`config.mk`:
```
export PLATFORM = sky130hd
export DESIGN_NAME = cbs_tgen
export DESIGN_NICKNAME = d
export VERILOG_FILES = /design/src/rtl/cbs_pkg.sv /design/src/rtl/cbs_tgen.sv
export SDC_FILE = /design/constraint.sdc
export NUM_CORES = 1
export LEC_CHECK = 0
export BUFFER_PORTS_ARGS = -buffer_cell sky130_fd_sc_hd__clkbuf_2
export CAP_MARGIN = 10
export CELL_PAD_IN_SITES_DETAIL_PLACEMENT = 1
export CELL_PAD_IN_SITES_GLOBAL_PLACEMENT = 1
export CORE_UTILIZATION = 48
export CTS_CLUSTER_DIAMETER = 40
export CTS_CLUSTER_SIZE = 30
export DETAILED_ROUTE_END_ITERATION = 6
export PLACE_DENSITY = 0.87
export SKIP_LAST_GASP = 1
export SLEW_MARGIN = 5
export SYNTH_ARGS = -nofsm -noshare
export SYNTH_HDL_FRONTEND = slang
export SYNTH_SLANG_ARGS = --single-unit
export TNS_END_PERCENT = 30
```
`constraint.sdc`:
```
create_clock -name clk -period 11.68 [get_ports clk]
set_input_delay 2.336 -clock clk [delete_from_list [all_inputs] [get_ports clk]]
set_output_delay 2.336 -clock clk [all_outputs]
set_load 0.02 [all_outputs]
```
`src/rtl/cbs_pkg.sv`:
```
// Shared types and constants for the cubic B-spline curve evaluator.
`default_nettype none
package cbs_pkg;

  localparam int MAX_STEPS  = 63;
  localparam int STEPS_W    = 6;
  localparam int COUNT_W    = 16;
  localparam int COORD_W    = 32;
  localparam int T_W        = 25;
  localparam int LANE_DEPTH = 13;

  localparam logic [STEPS_W-1:0] STEPS_RESET = STEPS_W'(8);
  localparam logic [COUNT_W-1:0] MIN_POINTS  = COUNT_W'(5);

  localparam logic CFG_STEPS       = 1'b0;
  localparam logic CFG_POINT_COUNT = 1'b1;

  typedef logic signed [COORD_W-1:0] coord_t;
  typedef logic [T_W-1:0] tval_t;

  typedef enum logic [1:0] {
    TG_IDLE,
    TG_RECIP,
    TG_ISSUE
  } tg_state_t;

  // One vertex request from the parameter generator to the lanes.
  typedef struct packed {
    logic  vld;
    tval_t t;
    logic  span_last;
    logic  curve_last;
  } tg_issue_t;

endpackage : cbs_pkg
`default_nettype wire

```
`src/rtl/cbs_tgen.sv`:
```
// Parameter generator: produces t = round(j/steps) in unsigned 1.24 for j = 0..steps.
`default_nettype none
module cbs_tgen
  import cbs_pkg::*;
(
  input  wire logic               clk,
  input  wire logic               rst_n,
  input  wire logic               start,
  input  wire logic [STEPS_W-1:0] steps,
  input  wire logic               final_span,
  input  wire logic               en,
  output tg_issue_t               issue,
  output logic                    active
);

  tg_state_t           state_r, state_nxt;
  logic [STEPS_W-1:0]  n_r;
  logic [T_W-1:0]      dvd_r;
  logic [STEPS_W-1:0]  rem_r;
  logic [T_W-1:0]      q0_r;
  logic [2:0]          cnt_r;
  tval_t               t_r;
  logic [STEPS_W-1:0]  frac_r;
  logic [STEPS_W-1:0]  j_r;
  logic                final_r;
  logic [4:0]          qc;
  logic [STEPS_W-1:0]  rc;
  logic [STEPS_W:0]    frac_sum;

  // Five restoring division steps of the dividend by n.
  function automatic logic [10:0] recip_chunk(input logic [STEPS_W-1:0] rem,
                                              input logic [4:0] bits,
                                              input logic [STEPS_W-1:0] n);
    logic [STEPS_W:0] r;
    logic [4:0]       q;
    r = {1'b0, rem};
    q = '0;
    for (int i = 4; i >= 0; i--) begin
      r = {r[STEPS_W-1:0], bits[i]};
      if (r >= {1'b0, n}) begin
        r    = r - {1'b0, n};
        q[i] = 1'b1;
      end
    end
    return {q, r[STEPS_W-1:0]};
  endfunction

  assign {qc, rc}  = recip_chunk(rem_r, dvd_r[T_W-1 -: 5], n_r);
  assign frac_sum  = {1'b0, frac_r} + {1'b0, rem_r};

  // Next state and issue outputs.
  always_comb begin
    state_nxt        = state_r;
    issue.vld        = 1'b0;
    issue.t          = t_r;
    issue.span_last  = (j_r == n_r);
    issue.curve_last = (j_r == n_r) && final_r;
    unique case (state_r)
      TG_IDLE: begin
        if (start) state_nxt = TG_RECIP;
      end
      TG_RECIP: begin
        if (cnt_r == 3'd4) state_nxt = TG_ISSUE;
      end
      TG_ISSUE: begin
        issue.vld = 1'b1;
        if (en && (j_r == n_r)) state_nxt = TG_IDLE;
      end
      default: state_nxt = TG_IDLE;
    endcase
  end

  assign active = (state_r != TG_IDLE);

  always_ff @(posedge clk) begin
    if (!rst_n) begin
      state_r <= TG_IDLE;
    end else begin
      state_r <= state_nxt;
    end
  end

  // Reciprocal of n by long division, then remainder-stepped t.
  always_ff @(posedge clk) begin
    if (state_r == TG_IDLE && start) begin
      n_r     <= (steps == '0) ? STEPS_W'(1) : steps;
      final_r <= final_span;
      dvd_r   <= T_W'(1) << (T_W - 1);
      rem_r   <= '0;
      q0_r    <= '0;
      cnt_r   <= '0;
    end else if (state_r == TG_RECIP) begin
      q0_r  <= {q0_r[T_W-6:0], qc};
      dvd_r <= dvd_r << 5;
      rem_r <= rc;
      cnt_r <= cnt_r + 3'd1;
      if (cnt_r == 3'd4) begin
        t_r    <= '0;
        frac_r <= n_r >> 1;
        j_r    <= '0;
      end
    end else if (state_r == TG_ISSUE && en) begin
      j_r <= j_r + STEPS_W'(1);
      if (frac_sum >= {1'b0, n_r}) begin
        frac_r <= STEPS_W'(frac_sum - {1'b0, n_r});
        t_r    <= t_r + q0_r + T_W'(1);
      end else begin
        frac_r <= frac_sum[STEPS_W-1:0];
        t_r    <= t_r + q0_r;
      end
    end
  end

endmodule : cbs_tgen
`default_nettype wire

```
==> summary.txt <==
Synthesis
  – Syn_nets: slightly below 900
  – Synth unique cells: 72
  – Post-synthesis register bit count: 81
  – Share of flip-flops with an asynchronous set or reset: 0
  – Synth Instances: 801
  – Top cells by count, synth: 87 x a21oi_1, 87 x nand2_1, 72 x nor2_1, 67 x ha_1, 44 x edfxtp_1
  – Seq/Total Area, Yosys: 0.303
  – Top_reg_cell synth: edfxtp_1
  – Post-synth EDFFs: between 40 and 50
  – Mean post-synth cell area: 8.50 sq um
  – Post-Syn Area: 6810 sq um
  – Dominant cell type by area after synthesis: edfxtp_1
  – Synth area leaders: edfxtp_1 19%, ha_1 12%, dfxtp_1 11%, a21oi_1 6.4%, xnor2_1 5.4%
  – Synthesis Warnings: 0
  – Yosys top cell area share: 0.194

Run status
  – Status: finished, violations left
  – Failing checks: DRC

Placement
  – Port Buf Inserts: 39
  – Final GP Congestion: slightly above 0.9
  – HPWL after DPL: around 15000 microns
  – DP Area: 7160 sq um

Setup path
  – Worst path slowest cell: edfxtp_1
  – CP Max Fanout: 10
  – Setup Crit Path Kind: flop to flop
  – Max stage delay on crit path: 0.50 ns
  – CP Launch Point: n_r[1]
  – Critical Path RT: roughly 12 ns
  – Worst setup SP type: flop
  – Crit path DAT: slightly above 10 ns
  – CP Capture Type: flop
  – FF-to-FF Start: n_r[1]

Hold path
  – Hold Startpoint: q0_r[21]
  – Worst min path class: flop to flop

Floorplanning
  – Die span in y: roughly 120 microns
  – Starting Density: 0.491
  – Cell Rows: 43
  – DIE AREA: 14700 sq um
  – Die width: around 120 microns
  – Core ar.: approximately 14000 sq um
  – I/O pins: 40

Finish
  – Fin nets: 910
  – Fillers: 1674
  – ANT cells: 0
  – Syn-to-layout area delta: 9.88%
  – Multi-input logic area: 4520 sq um
  – Share of cells above drive strength 1: 0.106
  – Sequential cell area: 2060 sq um
  – Finished Cell Area: ~7500 sq um

Clocking
  – Post-cts sizing count: 0
  – Root buf cell: clkbuf_16
  – H-tree levels: 3
  – Clk buf depth: 2
  – CTS tree: built
  – Clk_lat worst skew: ~0.35 ns
  – CTS Sinks: just over 80
  – TritonCTS Buffers: 9
  – CTS clk-pin slew, worst paths: 0.06 ns
  – Post-CTS Setup Bufs: 0
  – Hold buffers post-CTS: 0

Timing
  – RSZ-0062 raised after global routing: no
  – Fin crit period: roughly 9.9 ns
  – Worst slew pin tran: ~1.2 ns
  – Crit share post-route: 0.849
  – Worst rel slew slack: 0.211
  – Fmax: 0.101 GHz
  – Skew final: ~0.010 ns
  – Max Slew Vio Count: 0
  – Setup Viol. Count Final: 0
  – Setup TNS: 0 ns
  – Final hold violation count: 0

Drt
  – Top Layer Used: met4
  – DRC: 2
  – Routed Antenna Nets: 0
  – Drt wl/cell: 20.0 microns
  – Routed vias: 6218
  – DR iter-0 viols: 379
  – Via density per instance: roughly 6.1
  – Metal3 WL: ~610 microns
  – DRT Wirelength: 20200 microns
  – WL met1: 9360 microns
  – First-pass detailed-route iteration total: 7
  – Routed met2 length: 9760 microns

Global routing
  – Vias in the first global route: approximately 6500
  – Initial antenna violation count: 0
  – First-pass GRT wire length: 32900 microns
  – Gr ovfl total: 0
  – Largest net degree at the start of global routing: 76
  – GRT Util Overall: 0.288

Run
  – Maxcap violations: 0
## worst paths after layout
| path | slack, ns | cells past startpoint | end |
|---|---|---|---|
| min reg2reg | 0.47 | 2 | q0_r[21] |
| max | 1.76 | 38 | rem_r[3] |
| min | 0.47 | 2 | q0_r[21] |
| max reg2reg | 1.76 | 38 | rem_r[3] |
## cell type report
class | count | area share
sequential | 81 | 0.275
clock inverter | 5 | 0.00802
tap | 180 | 0.0301
timing repair buffer | 42 | 0.0291
multi-input combinational | 657 | 0.604
inverter | 36 | 0.0181
clock buffer | 11 | 0.0353
## cell usage in the layout (no fill, tap or decap), types with 14 or more instances in the layout
cell	n
a21oi_1	87
nand2_1	87
nor2_1	72
ha_1	67
edfxtp_1	44
xnor2_1	42
clkbuf_2	39
o21ai_0	37
dfxtp_1	37
inv_1	35
xor2_1	27
nand3_1	23
a21o_1	18
nor2b_1	14
## critical path: cells and delay by family, from the launching register on
kind / cells / cell delay (ns)
compound gates: 21 / 4.79
fa+ha+maj: 5 / 1.58
buf+inv: 2 / 0.52
flops: 1 / 0.50
mux: 2 / 0.79
simple gates: 8 / 1.63
## state kept, by name, summed over array words and instances, names as in the netlist
register and flops:
q0_r 25, t_r 25, frac_r 6, j_r 6, n_r 6, rem_r 6, cnt_r 3, state_r 2
dvd_r 1, final_r 1
## cells by family after synthesis
group,count (synthesis),synth area share
fa+ha+maj,72,0.138
compound gates,239,0.230
mux,13,0.0204
flops,81,0.303
buf+inv,63,0.0349
xor+xnor,69,0.0887
simple gates,264,0.186
## routing by layer
layer,GRT usage,up-vias
met3,0.0437,37
met4,0.118,0
met1,0.363,3095
li1,-,2969
met2,0.490,117
met5,0,-
## per-stage QoR
stage,hold slack [ns],cells,util,worst slack (ns)
floorplan,0.440,801,-,3.60
global placement,0.452,996,0.516,2.50
detailed placement,0.462,996,0.516,2.10
CTS,0.470,1012,0.539,2.03
global route,0.505,1012,0.539,1.06
finish,0.468,1012,0.539,1.76
Power is not shown: default switching activity piles up to over one toggle a cycle in this logic, so the estimate is an artifact.
